[src/rtl/core/spd_pkg.sv]
// ----------------------------------------------------------------------------
// SSH-1 packet deframer package
// Shared types and constants for the deframer core and its channel
// interfaces.
// ----------------------------------------------------------------------------
`default_nettype none

package spd_pkg;

    // Field widths of the channels and the length accumulator
    localparam int unsigned BYTE_W     = 8;
    localparam int unsigned MAX_LEN_W  = 19;
    localparam int unsigned PLEN_W     = 18;
    localparam int unsigned KIND_W     = 2;
    localparam int unsigned ACC_W      = 24;

    // Reset value of the length limit register
    localparam logic [MAX_LEN_W-1:0] MAX_LEN_RESET = 19'd262144;

    // Packet constants
    localparam logic [BYTE_W-1:0] TYPE_DEBUG  = 8'd36;
    localparam logic [BYTE_W-1:0] TYPE_IGNORE = 8'd32;
    localparam logic [31:0]       MIN_LEN     = 32'd5;
    localparam logic [3:0]        PAD_BASE    = 4'd8;
    localparam logic [2:0]        CRC_BYTES   = 3'd4;

    // Result kinds
    typedef enum logic [KIND_W-1:0] {
        KIND_HEADER  = 2'd0,
        KIND_PAYLOAD = 2'd1,
        KIND_ERROR   = 2'd2
    } t_kind;

    // Framing phases, one-hot
    typedef enum logic [4:0] {
        PH_LEN     = 5'b00001,
        PH_PAD     = 5'b00010,
        PH_TYPE    = 5'b00100,
        PH_PAYLOAD = 5'b01000,
        PH_CRC     = 5'b10000
    } t_phase;

endpackage

`default_nettype wire

[src/rtl/core/spd_byte_if.sv]
// ----------------------------------------------------------------------------
// SSH-1 deframer byte channel
// Valid/ready channel carrying one received plaintext byte per transaction.
// ----------------------------------------------------------------------------
`default_nettype none

interface spd_byte_if;

    logic                          valid;
    logic                          ready;
    logic [spd_pkg::BYTE_W-1:0]    in_byte;

    modport source (output valid, output in_byte, input ready);
    modport sink   (input valid, input in_byte, output ready);

endinterface

`default_nettype wire

[src/rtl/core/spd_res_if.sv]
// ----------------------------------------------------------------------------
// SSH-1 deframer result channel
// Valid/ready channel carrying one header, payload or error result per
// transaction.
// ----------------------------------------------------------------------------
`default_nettype none

interface spd_res_if;

    logic                          valid;
    logic                          ready;
    spd_pkg::t_kind                kind;
    logic [spd_pkg::BYTE_W-1:0]    msg_type;
    logic [spd_pkg::PLEN_W-1:0]    payload_len;
    logic [spd_pkg::BYTE_W-1:0]    data_byte;
    logic                          last;

    modport source (output valid, output kind, output msg_type, output payload_len,
                    output data_byte, output last, input ready);
    modport sink   (input valid, input kind, input msg_type, input payload_len,
                    input data_byte, input last, output ready);

endinterface

`default_nettype wire

[src/rtl/core/spd_cfg_if.sv]
// ----------------------------------------------------------------------------
// SSH-1 deframer configuration channel
// Valid/ready write channel for the maximum packet length register.
// ----------------------------------------------------------------------------
`default_nettype none

interface spd_cfg_if;

    logic                            valid;
    logic                            ready;
    logic [spd_pkg::MAX_LEN_W-1:0]   max_length;

    modport source (output valid, output max_length, input ready);
    modport sink   (input valid, input max_length, output ready);

endinterface

`default_nettype wire

[src/rtl/core/ssh1_packet_deframer_core.sv]
// ----------------------------------------------------------------------------
// SSH-1 packet deframer core
// Splits a decrypted SSH-1 binary packet byte stream into packet headers,
// payload bytes and bad length errors.
// ----------------------------------------------------------------------------
// The core takes one plaintext byte per cycle and gives at most one result
// per byte, in the cycle after the byte is taken. Every byte is handled
// by the framing state machine and a small length check, so the core
// sustains one byte per clock; input ready drops only while a result sits
// in the output register and the sink is not taking it. Each
// packet is a 4-byte big-endian length L, 8 - (L mod 8) padding bytes, a
// type byte, L-5 payload bytes and 4 CRC bytes. A header result carries the
// type and L-5, each payload byte follows with last set on the final one;
// padding and CRC are dropped unchecked. Debug and ignore packets give no
// results. A length below 5, above max_length or above LENGTH_LIMIT gives one
// error result and the next byte starts a fresh length. Write max_length only
// while the core is idle.
`default_nettype none

module ssh1_packet_deframer_core #(
    parameter int unsigned LENGTH_LIMIT = 262144
) (
    input  wire        i_clk,
    input  wire        i_rst_n,
    spd_cfg_if.sink    i_cfg,
    spd_byte_if.sink   i_in,
    spd_res_if.source  o_res
);

    // Byte counter wide enough for LENGTH_LIMIT-5 payload bytes and the CRC
    localparam int unsigned BL_W = $clog2(LENGTH_LIMIT);

    // Configuration register
    logic [spd_pkg::MAX_LEN_W-1:0] r_max_length;

    // Framing state
    spd_pkg::t_phase               r_phase,      n_phase;
    logic [spd_pkg::ACC_W-1:0]     r_len_acc,    n_len_acc;
    logic [1:0]                    r_len_cnt,    n_len_cnt;
    logic [3:0]                    r_pad_left,   n_pad_left;
    logic [BL_W-1:0]               r_bytes_left, n_bytes_left;
    logic [spd_pkg::BYTE_W-1:0]    r_cur_type,   n_cur_type;
    logic                          r_drop,       n_drop;

    // Output register
    logic                          r_out_valid;
    spd_pkg::t_kind                r_out_kind;
    logic [spd_pkg::BYTE_W-1:0]    r_out_type;
    logic [spd_pkg::PLEN_W-1:0]    r_out_plen;
    logic [spd_pkg::BYTE_W-1:0]    r_out_data;
    logic                          r_out_last;

    // Result of the current byte
    logic                          emit;
    spd_pkg::t_kind                res_kind;
    logic [spd_pkg::BYTE_W-1:0]    res_type;
    logic [spd_pkg::PLEN_W-1:0]    res_plen;
    logic [spd_pkg::BYTE_W-1:0]    res_data;
    logic                          res_last;

    logic                          in_fire;
    logic                          out_fire;
    logic [31:0]                   full_len;
    logic                          len_bad;
    logic [BL_W-1:0]               bytes_dec;
    logic [31:0]                   bytes_wide;

    assign in_fire    = i_in.valid && i_in.ready;
    assign out_fire   = r_out_valid && o_res.ready;
    assign i_in.ready = !r_out_valid || o_res.ready;
    assign i_cfg.ready = 1'b1;

    // Length word completed by the fourth length byte
    assign full_len = {r_len_acc, i_in.in_byte};
    assign len_bad  = (full_len < spd_pkg::MIN_LEN)
                   || (full_len > {13'd0, r_max_length})
                   || (full_len > 32'(LENGTH_LIMIT));

    assign bytes_dec  = (r_bytes_left != '0) ? (r_bytes_left - BL_W'(1)) : r_bytes_left;
    assign bytes_wide = 32'(r_bytes_left);

    // Framing state machine and result selection
    always_comb begin
        n_phase      = r_phase;
        n_len_acc    = r_len_acc;
        n_len_cnt    = r_len_cnt;
        n_pad_left   = r_pad_left;
        n_bytes_left = r_bytes_left;
        n_cur_type   = r_cur_type;
        n_drop       = r_drop;
        emit         = 1'b0;
        res_kind     = spd_pkg::KIND_ERROR;
        res_type     = '0;
        res_plen     = '0;
        res_data     = '0;
        res_last     = 1'b0;

        unique case (r_phase)
            spd_pkg::PH_PAD: begin
                // discard padding
                n_pad_left = (r_pad_left != 4'd0) ? (r_pad_left - 4'd1) : r_pad_left;
                if (n_pad_left == 4'd0) begin
                    n_phase = spd_pkg::PH_TYPE;
                end
            end
            spd_pkg::PH_TYPE: begin
                // latch type and announce the packet
                n_cur_type = i_in.in_byte;
                n_drop     = (i_in.in_byte == spd_pkg::TYPE_DEBUG)
                          || (i_in.in_byte == spd_pkg::TYPE_IGNORE);
                if (r_bytes_left == '0) begin
                    n_phase      = spd_pkg::PH_CRC;
                    n_bytes_left = BL_W'(spd_pkg::CRC_BYTES);
                end else begin
                    n_phase = spd_pkg::PH_PAYLOAD;
                end
                emit     = !n_drop;
                res_kind = spd_pkg::KIND_HEADER;
                res_type = i_in.in_byte;
                res_plen = bytes_wide[spd_pkg::PLEN_W-1:0];
            end
            spd_pkg::PH_PAYLOAD: begin
                // pass payload through, mark the final byte
                n_bytes_left = bytes_dec;
                res_last     = (bytes_dec == '0);
                if (res_last) begin
                    n_phase      = spd_pkg::PH_CRC;
                    n_bytes_left = BL_W'(spd_pkg::CRC_BYTES);
                end
                emit     = !r_drop;
                res_kind = spd_pkg::KIND_PAYLOAD;
                res_type = r_cur_type;
                res_data = i_in.in_byte;
            end
            spd_pkg::PH_CRC: begin
                // skip the CRC
                n_bytes_left = bytes_dec;
                if (bytes_dec == '0) begin
                    n_phase = spd_pkg::PH_LEN;
                end
            end
            default: begin
                // gather the big-endian length
                if (r_len_cnt != 2'd3) begin
                    n_len_cnt = r_len_cnt + 2'd1;
                    n_len_acc = (r_len_cnt == 2'd0)
                              ? {16'd0, i_in.in_byte}
                              : {r_len_acc[15:0], i_in.in_byte};
                    n_phase   = spd_pkg::PH_LEN;
                end else begin
                    n_len_cnt = 2'd0;
                    n_len_acc = full_len[spd_pkg::ACC_W-1:0];
                    if (len_bad) begin
                        n_phase  = spd_pkg::PH_LEN;
                        emit     = 1'b1;
                        res_kind = spd_pkg::KIND_ERROR;
                    end else begin
                        n_phase      = spd_pkg::PH_PAD;
                        n_pad_left   = spd_pkg::PAD_BASE - {1'b0, full_len[2:0]};
                        n_bytes_left = BL_W'(full_len - spd_pkg::MIN_LEN);
                    end
                end
            end
        endcase
    end

    // Configuration register
    always_ff @(posedge i_clk) begin
        if (!i_rst_n) begin
            r_max_length <= spd_pkg::MAX_LEN_RESET;
        end else if (i_cfg.valid && i_cfg.ready) begin
            r_max_length <= i_cfg.max_length;
        end
    end

    // Advance framing state on each accepted byte
    always_ff @(posedge i_clk) begin
        if (!i_rst_n) begin
            r_phase      <= spd_pkg::PH_LEN;
            r_len_acc    <= '0;
            r_len_cnt    <= 2'd0;
            r_pad_left   <= 4'd0;
            r_bytes_left <= '0;
            r_cur_type   <= '0;
            r_drop       <= 1'b0;
        end else if (in_fire) begin
            r_phase      <= n_phase;
            r_len_acc    <= n_len_acc;
            r_len_cnt    <= n_len_cnt;
            r_pad_left   <= n_pad_left;
            r_bytes_left <= n_bytes_left;
            r_cur_type   <= n_cur_type;
            r_drop       <= n_drop;
        end
    end

    // Output valid: load on a result, drop once the sink takes it
    always_ff @(posedge i_clk) begin
        if (!i_rst_n) begin
            r_out_valid <= 1'b0;
        end else if (in_fire && emit) begin
            r_out_valid <= 1'b1;
        end else if (out_fire) begin
            r_out_valid <= 1'b0;
        end
    end

    // Output payload: hold until replaced
    always_ff @(posedge i_clk) begin
        if (in_fire && emit) begin
            r_out_kind <= res_kind;
            r_out_type <= res_type;
            r_out_plen <= res_plen;
            r_out_data <= res_data;
            r_out_last <= res_last;
        end
    end

    assign o_res.valid       = r_out_valid;
    assign o_res.kind        = r_out_kind;
    assign o_res.msg_type    = r_out_type;
    assign o_res.payload_len = r_out_plen;
    assign o_res.data_byte   = r_out_data;
    assign o_res.last        = r_out_last;

    // Payload phase always has bytes still to come
    a_payload_count: assert property (@(posedge i_clk) disable iff (!i_rst_n)
        r_phase == spd_pkg::PH_PAYLOAD |-> r_bytes_left != '0)
        else $error("payload phase with no bytes left");

    // Padding count stays within one to eight
    a_pad_range: assert property (@(posedge i_clk) disable iff (!i_rst_n)
        r_phase == spd_pkg::PH_PAD |-> (r_pad_left != 4'd0 && r_pad_left <= 4'd8))
        else $error("padding count out of range");

    // Error results carry no type or length
    a_error_clean: assert property (@(posedge i_clk) disable iff (!i_rst_n)
        (r_out_valid && r_out_kind == spd_pkg::KIND_ERROR)
        |-> (r_out_type == '0 && r_out_plen == '0 && !r_out_last))
        else $error("error result with stray fields");

    // Last marker only on payload results
    a_last_payload: assert property (@(posedge i_clk) disable iff (!i_rst_n)
        (r_out_valid && r_out_last) |-> r_out_kind == spd_pkg::KIND_PAYLOAD)
        else $error("last marker on a non-payload result");

endmodule

`default_nettype wire

[src/flat_wrapper.sv]
// flat-port wrapper written by rule: the top's interface ports become plain ports
module ssh1_packet_deframer_core_flat 
#(
    parameter int unsigned LENGTH_LIMIT = 262144
)
  (i_clk, i_rst_n, i_cfg_valid, i_cfg_max_length, i_cfg_ready, i_in_valid, i_in_in_byte, i_in_ready, o_res_valid, o_res_kind, o_res_msg_type, o_res_payload_len, o_res_data_byte, o_res_last, o_res_ready);
  spd_cfg_if i_cfg_i ();
  spd_byte_if i_in_i ();
  spd_res_if o_res_i ();
  input  wire i_clk;
  input  wire i_rst_n;
  input wire logic [$bits(i_cfg_i.valid)-1:0] i_cfg_valid;
  input wire logic [$bits(i_cfg_i.max_length)-1:0] i_cfg_max_length;
  output wire logic [$bits(i_cfg_i.ready)-1:0] i_cfg_ready;
  input wire logic [$bits(i_in_i.valid)-1:0] i_in_valid;
  input wire logic [$bits(i_in_i.in_byte)-1:0] i_in_in_byte;
  output wire logic [$bits(i_in_i.ready)-1:0] i_in_ready;
  output wire logic [$bits(o_res_i.valid)-1:0] o_res_valid;
  output wire logic [$bits(o_res_i.kind)-1:0] o_res_kind;
  output wire logic [$bits(o_res_i.msg_type)-1:0] o_res_msg_type;
  output wire logic [$bits(o_res_i.payload_len)-1:0] o_res_payload_len;
  output wire logic [$bits(o_res_i.data_byte)-1:0] o_res_data_byte;
  output wire logic [$bits(o_res_i.last)-1:0] o_res_last;
  input wire logic [$bits(o_res_i.ready)-1:0] o_res_ready;
  assign i_cfg_i.valid = i_cfg_valid;
  assign i_cfg_i.max_length = i_cfg_max_length;
  assign i_cfg_ready = i_cfg_i.ready;
  assign i_in_i.valid = i_in_valid;
  assign i_in_i.in_byte = i_in_in_byte;
  assign i_in_ready = i_in_i.ready;
  assign o_res_valid = o_res_i.valid;
  assign o_res_kind = o_res_i.kind;
  assign o_res_msg_type = o_res_i.msg_type;
  assign o_res_payload_len = o_res_i.payload_len;
  assign o_res_data_byte = o_res_i.data_byte;
  assign o_res_last = o_res_i.last;
  assign o_res_i.ready = o_res_ready;
  ssh1_packet_deframer_core #(.LENGTH_LIMIT(LENGTH_LIMIT)) u_core (.i_clk(i_clk), .i_rst_n(i_rst_n), .i_cfg(i_cfg_i), .i_in(i_in_i), .o_res(o_res_i));
endmodule
[config.mk]
export PLATFORM = sky130hd
export DESIGN_NAME = ssh1_packet_deframer_core_flat
export DESIGN_NICKNAME = d
export VERILOG_FILES = /design/src/rtl/core/spd_pkg.sv /design/src/rtl/core/spd_byte_if.sv /design/src/rtl/core/spd_res_if.sv /design/src/rtl/core/spd_cfg_if.sv /design/src/rtl/core/ssh1_packet_deframer_core.sv /design/src/flat_wrapper.sv
export SDC_FILE = /design/constraint.sdc
export NUM_CORES = 1
export LEC_CHECK = 0
export ABC_CLOCK_PERIOD_IN_PS = 4700
export BUFFER_PORTS_ARGS = -buffer_cell sky130_fd_sc_hd__buf_2
export CAP_MARGIN = 30
export CORE_ASPECT_RATIO = 1.25
export CORE_MARGIN = 4
export CORE_UTILIZATION = 55
export DETAILED_ROUTE_END_ITERATION = 6
export PLACE_DENSITY = 0.76
export SLEW_MARGIN = 10
export SYNTH_ARGS = -nofsm -noshare
export SYNTH_HDL_FRONTEND = slang
export SYNTH_SLANG_ARGS = --single-unit
export TNS_END_PERCENT = 1
[constraint.sdc]
create_clock -name i_clk -period 4.7 [get_ports i_clk]
set_clock_uncertainty 0.05 [all_clocks]
set_input_delay 1.175 -clock i_clk [delete_from_list [all_inputs] [get_ports i_clk]]
set_output_delay 1.175 -clock i_clk [all_outputs]
set_load 0.05 [all_outputs]
---- Word level (Yosys, flattened, before mapping) ----
Cells that the tools add are included.
word-level totals
  flip-flop bits (word level) ............. 119
  input bits .............................. 32
cells by class
  add/subtract/negate cells ............... 5
  $lt $le $gt $ge ......................... 3
  equal/unequal tests ..................... 15
  multiplexer cells ....................... 27
  bitwise logic cells ..................... 3
  reduce and logical (&&, ||, !) cells .... 25
operators by type and width
  kind                   count
  $mux 18                5
  $pmux 18 s4            1
  $mux 24                2
  $logic_not 18->1       2
  $gt 32x19->1           1
  $gt 32x19->1 const B   1
  $lt 32x3->1 const B    1
  $mux 5                 5
  $pmux 5 s4             1
  $reduce_bool 18->1     1
  $sub 18x1->18 const B  1
  $sub 18x3->18 const B  1
  $eq 8x6->1 const B     2
  $pmux 8 s2             1
  $mux 4                 3
  $ne 2x1->1 const B     4
  $ne 4x4->1 const B     2
  $pmux 4 s2             1
  $reduce_and 4->1       2
  $ne 2x2->1 const B     3
  $eq 5x2->1 const B     1
  $eq 5x3->1 const B     1
  $eq 5x4->1 const B     1
  $eq 5x5->1 const B     1
  20 further kinds       34

---- Longest topological paths before layout ----
  depth after elaboration ................. 8
  depth in mapped cells ................... 12
  mapped depth without buffers ............ 10

---- Worst setup path before layout ----
OpenSTA, ideal clock, no wires.
  path kind ............................... input -> register
  start point ............................. input port i_in_in_byte[6]
  end point ............................... register u_core.r_out_data, in the netlist u_core.o_res.data_byte[0] (enable)
  library setup time ...................... 0.392 ns
  arrival ................................. 3.618 ns
  path slack .............................. 0.641 ns
  cell stages on the path ................. 8
  path buffers ............................ 1
  path through ............................ clkbuf_1 nor4_1 nand3_1 or4_1 o21ai_0 or3_1 a32oi_1 inv_1
between the ends
  longest elaborated chain between the ends .. 7
  elaborated cells between the ends (all ways) .. 13
  those cells by class .................... order compare: 3; eq/ne: 2; mux: 3; reduce/logical: 5
ends and longest elaborated chain
  what                                                RTL line                                                          RTL
  start, declared                                     flat_wrapper.sv:16                                                input wire logic [$bits(i_in_i.in_byte)-1:0] i_in_in_byte;
  $lt 32x3->1 / $gt 32x19->1 (equally long branches)  ssh1_packet_deframer_core.sv:75, ssh1_packet_deframer_core.sv:76
  $logic_or 1x1->1                                    ssh1_packet_deframer_core.sv:76                                   || (full_len > {13'd0, r_max_length})
  $logic_or 1x1->1                                    ssh1_packet_deframer_core.sv:77                                   || (full_len > 32'(LENGTH_LIMIT));
  $mux 1                                              ssh1_packet_deframer_core.sv:153                                  if (len_bad) begin
  $mux 1                                              ssh1_packet_deframer_core.sv:144                                  if (r_len_cnt != 2'd3) begin
  $pmux 1 s3 *                                        ssh1_packet_deframer_core.sv:98                                   unique case (r_phase)
  $logic_and 1x1->1 *                                 ssh1_packet_deframer_core.sv:210                                  if (in_fire && emit) begin
  end signal, assigned                                ssh1_packet_deframer_core.sv:214                                  r_out_data <= res_data;
  end, declared                                       ssh1_packet_deframer_core.sv:50                                   logic [spd_pkg::BYTE_W-1:0] r_out_data;
Every way passes the cells marked *; elsewhere a longest branch is shown, timed or not.
A chain may end at the register's enable or synchronous reset.

---- Worst setup path after layout ----
  start point ............................. input port i_in_in_byte[6]
  end point ............................... register u_core.r_bytes_left[5]
between the ends
  longest elaborated chain between the ends .. 5
  elaborated cells between the ends (all ways) .. 7
  those cells by class .................... order compare: 3; eq/ne: 1; reduce/logical: 3
ends and longest elaborated chain
  what                                                RTL line                                                          RTL
  $lt 32x3->1 / $gt 32x19->1 (equally long branches)  ssh1_packet_deframer_core.sv:75, ssh1_packet_deframer_core.sv:76
  $logic_or 1x1->1                                    ssh1_packet_deframer_core.sv:76
  $logic_or 1x1->1 *                                  ssh1_packet_deframer_core.sv:77
  $ne 4x4->1 (no line) *                              n/a
  $reduce_and 5->1 (no line) *                        n/a
  end signal, assigned                                ssh1_packet_deframer_core.sv:191                                  r_bytes_left <= n_bytes_left;
  end, declared                                       ssh1_packet_deframer_core.sv:41                                   logic [BL_W-1:0] r_bytes_left, n_bytes_left;
Marked as above.

==> key figures <==
Status
  – Status: finished clean

CTS
  – Number of buffers created by CTS: 17
  – Cts repair resizes: 0
  – Root Driver: clkbuf_16
  – Clock sink count: around 120
  – Hold buffers post-CTS: 0
  – Postcts setup bufs: 0
  – CTS tree: yes
  – Maximum level of the CTS H-tree: 4
  – Maximum clock insertion buffer count: 2
  – Skew-Pair Late Insertion Delay: roughly 0.41 ns
  – Clock-pin slew on the worst setup and hold paths: ~0.060 ns

Critical path
  – Worst EP arrival: 4.00 ns
  – Critical path class: in2reg
  – R2R Path Start: u_core.r_bytes_left[9]
  – Number of buffers and inverters on the critical path: 1
  – Max incr delay on CP: 0.56 ns
  – Delay-heaviest family, CP: simple AND/OR/NAND/NOR gates
  – Slowest cell on the critical path: or4_1
  – Cells along the critical path: buf_2 -> nor4_1 -> nand3_1 -> or4_1 -> o21ai_0 -> nor4_2 -> o21ai_2 -> nor2_1 -> a32o_1
  – CP Capture Type: register
  – Worst R2R End: u_core.r_bytes_left[5]
  – Required @ worst endpoint: 4.95 ns
  – Startpoint Class: primary input
  – Worst R2R Path Depth: 8
  – Maximum fanout along the worst path: 14
  – Reg-to-reg slack, setup: 1.24 ns
  – Levels on crit path: 9

Synth
  – Mapped Cells: 722
  – Syn Area/Cell: a little under 9 um2
  – Post-Syn Area: 6327 um2
  – Ys Warns: 0
  – Most frequent cells after synthesis: nand2_1, dfxtp_1, nor2_1
  – Asr flop ratio synth: 0
  – Cell taking the most area after synthesis: dfxtp_1
  – Post-synth EDFFs: 37
  – Leading post-synthesis cells by cell area: dfxtp_1, edfxtp_1, nand2_1
  – Yosys reg bits: between 100 and 150
  – Most frequent cell after synthesis: nand2_1
  – Most common flop cell mapped by yosys: dfxtp_1
  – Syn_nets: 778
  – Post-synth cell types: 70
  – Sequential element share of the synthesized area: 0.4350
  – Top cell type's share of synthesized area: 0.2594

Global routing
  – Largest net degree at the start of global routing: 39
  – Overflow after GRT: 0
  – Initial antenna violation count: 0
  – Vias in the first global route: 5510
  – First-pass GRT wire length: 27270 um
  – GRT Util Overall: 0.2554

Floorplan
  – Die Height: approximately 130 um
  – Core area: 11190 um2
  – Standard-cell row count: 43
  – Die Width: ~100 um
  – Initial Util: 0.5654
  – Boundary Pins: 72
  – Die area: 13300 um2

Final layout
  – Synth-to-layout area growth: 15.82%
  – Core Util, Final: 0.6549
  – Nets: about 830
  – Layout cells sized above 1: 0.1643
  – Inserted Diodes: 0

Routing
  – Top Metal Used: met4
  – Met2 WL: 8515 um
  – Routed vias: 5681
  – Drt via density: 6.175
  – ANT nets after route: 0
  – Routed WL: 16960 um
  – WL met1: 6586 um
  – First drt pass iteration count: 5
  – Routed WL per cell: 18.43 um
  – WL met3: 1099 um
  – # DRC: 0
  – Drt initial violations: about 470

Placed design
  – GP Congestion: roughly 0.95
  – Number of port buffers: 70
  – Final HPWL DP: 11880 um

Timing
  – Least-Margin Pin Slew: 0.9469 ns
  – Final period util: 0.7986
  – Setup violations, final: 0
  – Max-slew violation total from the final report: 0
  – Fmax: 266.4 MHz
  – Final worst path period need: 3.754 ns
  – Minimum hold slack: about 0.40 ns
  – RSZ-0062 raised after global routing: no
  – Max-slew headroom: 0.3687
  – Setup TNS: 0 ns
  – Fin. Hold Viols: 0

Power and ir drop
  – Static leakage: around 2.9 nW
  – Power density cells: 368.8 nW/um2
  – Maximum VDD drop: around 0.00030 V
  – Final Power: 0.002703 W

Min path
  – Hold Crit Class: reg2reg
  – HP Start: u_core.r_len_acc[22]
  – Hold Crit Endpoint: u_core.r_len_acc[22]
  – Worst Hold Depth: 2

Job
  – Count of max-cap constraint violations: 0
cell type report:
| type | instances | area, um2 |
|---|---|---|
| Multi-Input combinational cell | 525 | 3247 |
| Inverter | 33 | 123.9 |
| Fill cell | 889 | 3862 |
| Tap cell | 135 | 168.9 |
| Sequential cell | 119 | 2753 |
| Clock buffer | 24 | 535.5 |
| Clock inverter | 8 | 105.1 |
| Timing Repair Buffer | 76 | 395.4 |
metrics by stage:
step | cells | setup slack, ns | instance area, um2
3_5_place_dp | 888 | 0.6158 | 6688
3_3_place_gp | 888 | 0.8180 | 6688
5_1_grt | 920 | 0.7580 | 7328
6_report | 920 | 0.9464 | 7328
2_1_floorplan | 722 | 0.6408 | 6327
4_1_cts | 920 | 1.023 | 7328
registers in the layout, summed over array words and instances, names as in the netlist:
| register | flops |
|---|---|
| u_core.o_res.payload_len | 18 |
| u_core.r_bytes_left | 18 |
| u_core.r_max_length | 19 |
| u_core.r_pad_left | 4 |
| u_core.o_res.valid | 1 |
| u_core.r_drop | 1 |
| u_core.r_len_acc | 24 |
| u_core.o_res.last | 1 |
| u_core.o_res.kind | 2 |
| u_core.r_cur_type | 8 |
| u_core.r_phase | 5 |
| u_core.o_res.msg_type | 8 |
| u_core.o_res.data_byte | 8 |
| u_core.r_len_cnt | 2 |
worst min-delay path, cell delays in order (launching register included):
cell	delay (ns)
dfxtp_1	0.31
nand2_1	0.05
a21oi_1	0.05
placed cells by master, fill, tap and decap left out, types with 5 or more instances in the layout:
master / count
buf_4: 6
nand2b_1: 9
buf_2: 70
xnor2_1: 14
o21a_1: 5
edfxtp_1: 37
inv_1: 31
mux2i_1: 20
nor2_1: 60
nor3_1: 23
o22ai_1: 7
o21ai_0: 20
a21oi_1: 58
a32o_1: 5
and2_1: 20
or3_1: 5
or4_1: 8
a31oi_1: 6
nor4_1: 8
nand3_1: 32
xor2_1: 6
nand4_1: 9
o21ai_1: 13
ha_1: 24
nand2_1: 96
a22o_1: 6
clkbuf_16: 20
a32oi_1: 5
dfxtp_1: 82
worst max-delay path by stage:
stage	from	slack, ns	endpoint
2_1_floorplan	i_in_in_byte[6]	0.64	u_core.o_res.data_byte[0]
3_3_place_gp	i_in_in_byte[6]	0.82	u_core.r_bytes_left[13]
3_5_place_dp	i_in_in_byte[6]	0.62	u_core.r_bytes_left[5]
4_1_cts	i_in_in_byte[6]	1.02	u_core.r_bytes_left[5]
5_1_grt	i_in_in_byte[6]	0.76	u_core.r_bytes_left[5]
6_report	i_in_in_byte[6]	0.95	u_core.r_bytes_left[5]
cell families (layout without fill, tap and decap cells):
kind of cell | Yosys count | after routing | synth area share
adders and majority gates | 24 | 24 | 0.04746
buffers and inverters | 78 | 141 | 0.05359
other | 1 | 1 | 0.0005927
AOI/OAI and AO/OA | 163 | 163 | 0.1715
muxes | 20 | 20 | 0.03164
DFF | 119 | 119 | 0.4350
and+or+nand+nor | 297 | 297 | 0.2326
xor gates and xnor gates | 20 | 20 | 0.02768
routing by layer:
| metal | vias up | GRT usage |
|---|---|---|
| met1 | 2641 | 0.2870 |
| li1 | 2694 | - |
| met4 | 0 | 0.1487 |
| met2 | 287 | 0.4481 |
| met3 | 59 | 0.05542 |
| met5 | - | 0 |
power by group:
group          internal (W)  switching [W]
Clock              0.000906       0.000465
Combinational     0.0000881       0.000152
Sequential          0.00107      0.0000200
Total               0.00207       0.000637
Note: power is estimated with default switching activity, not from simulation.
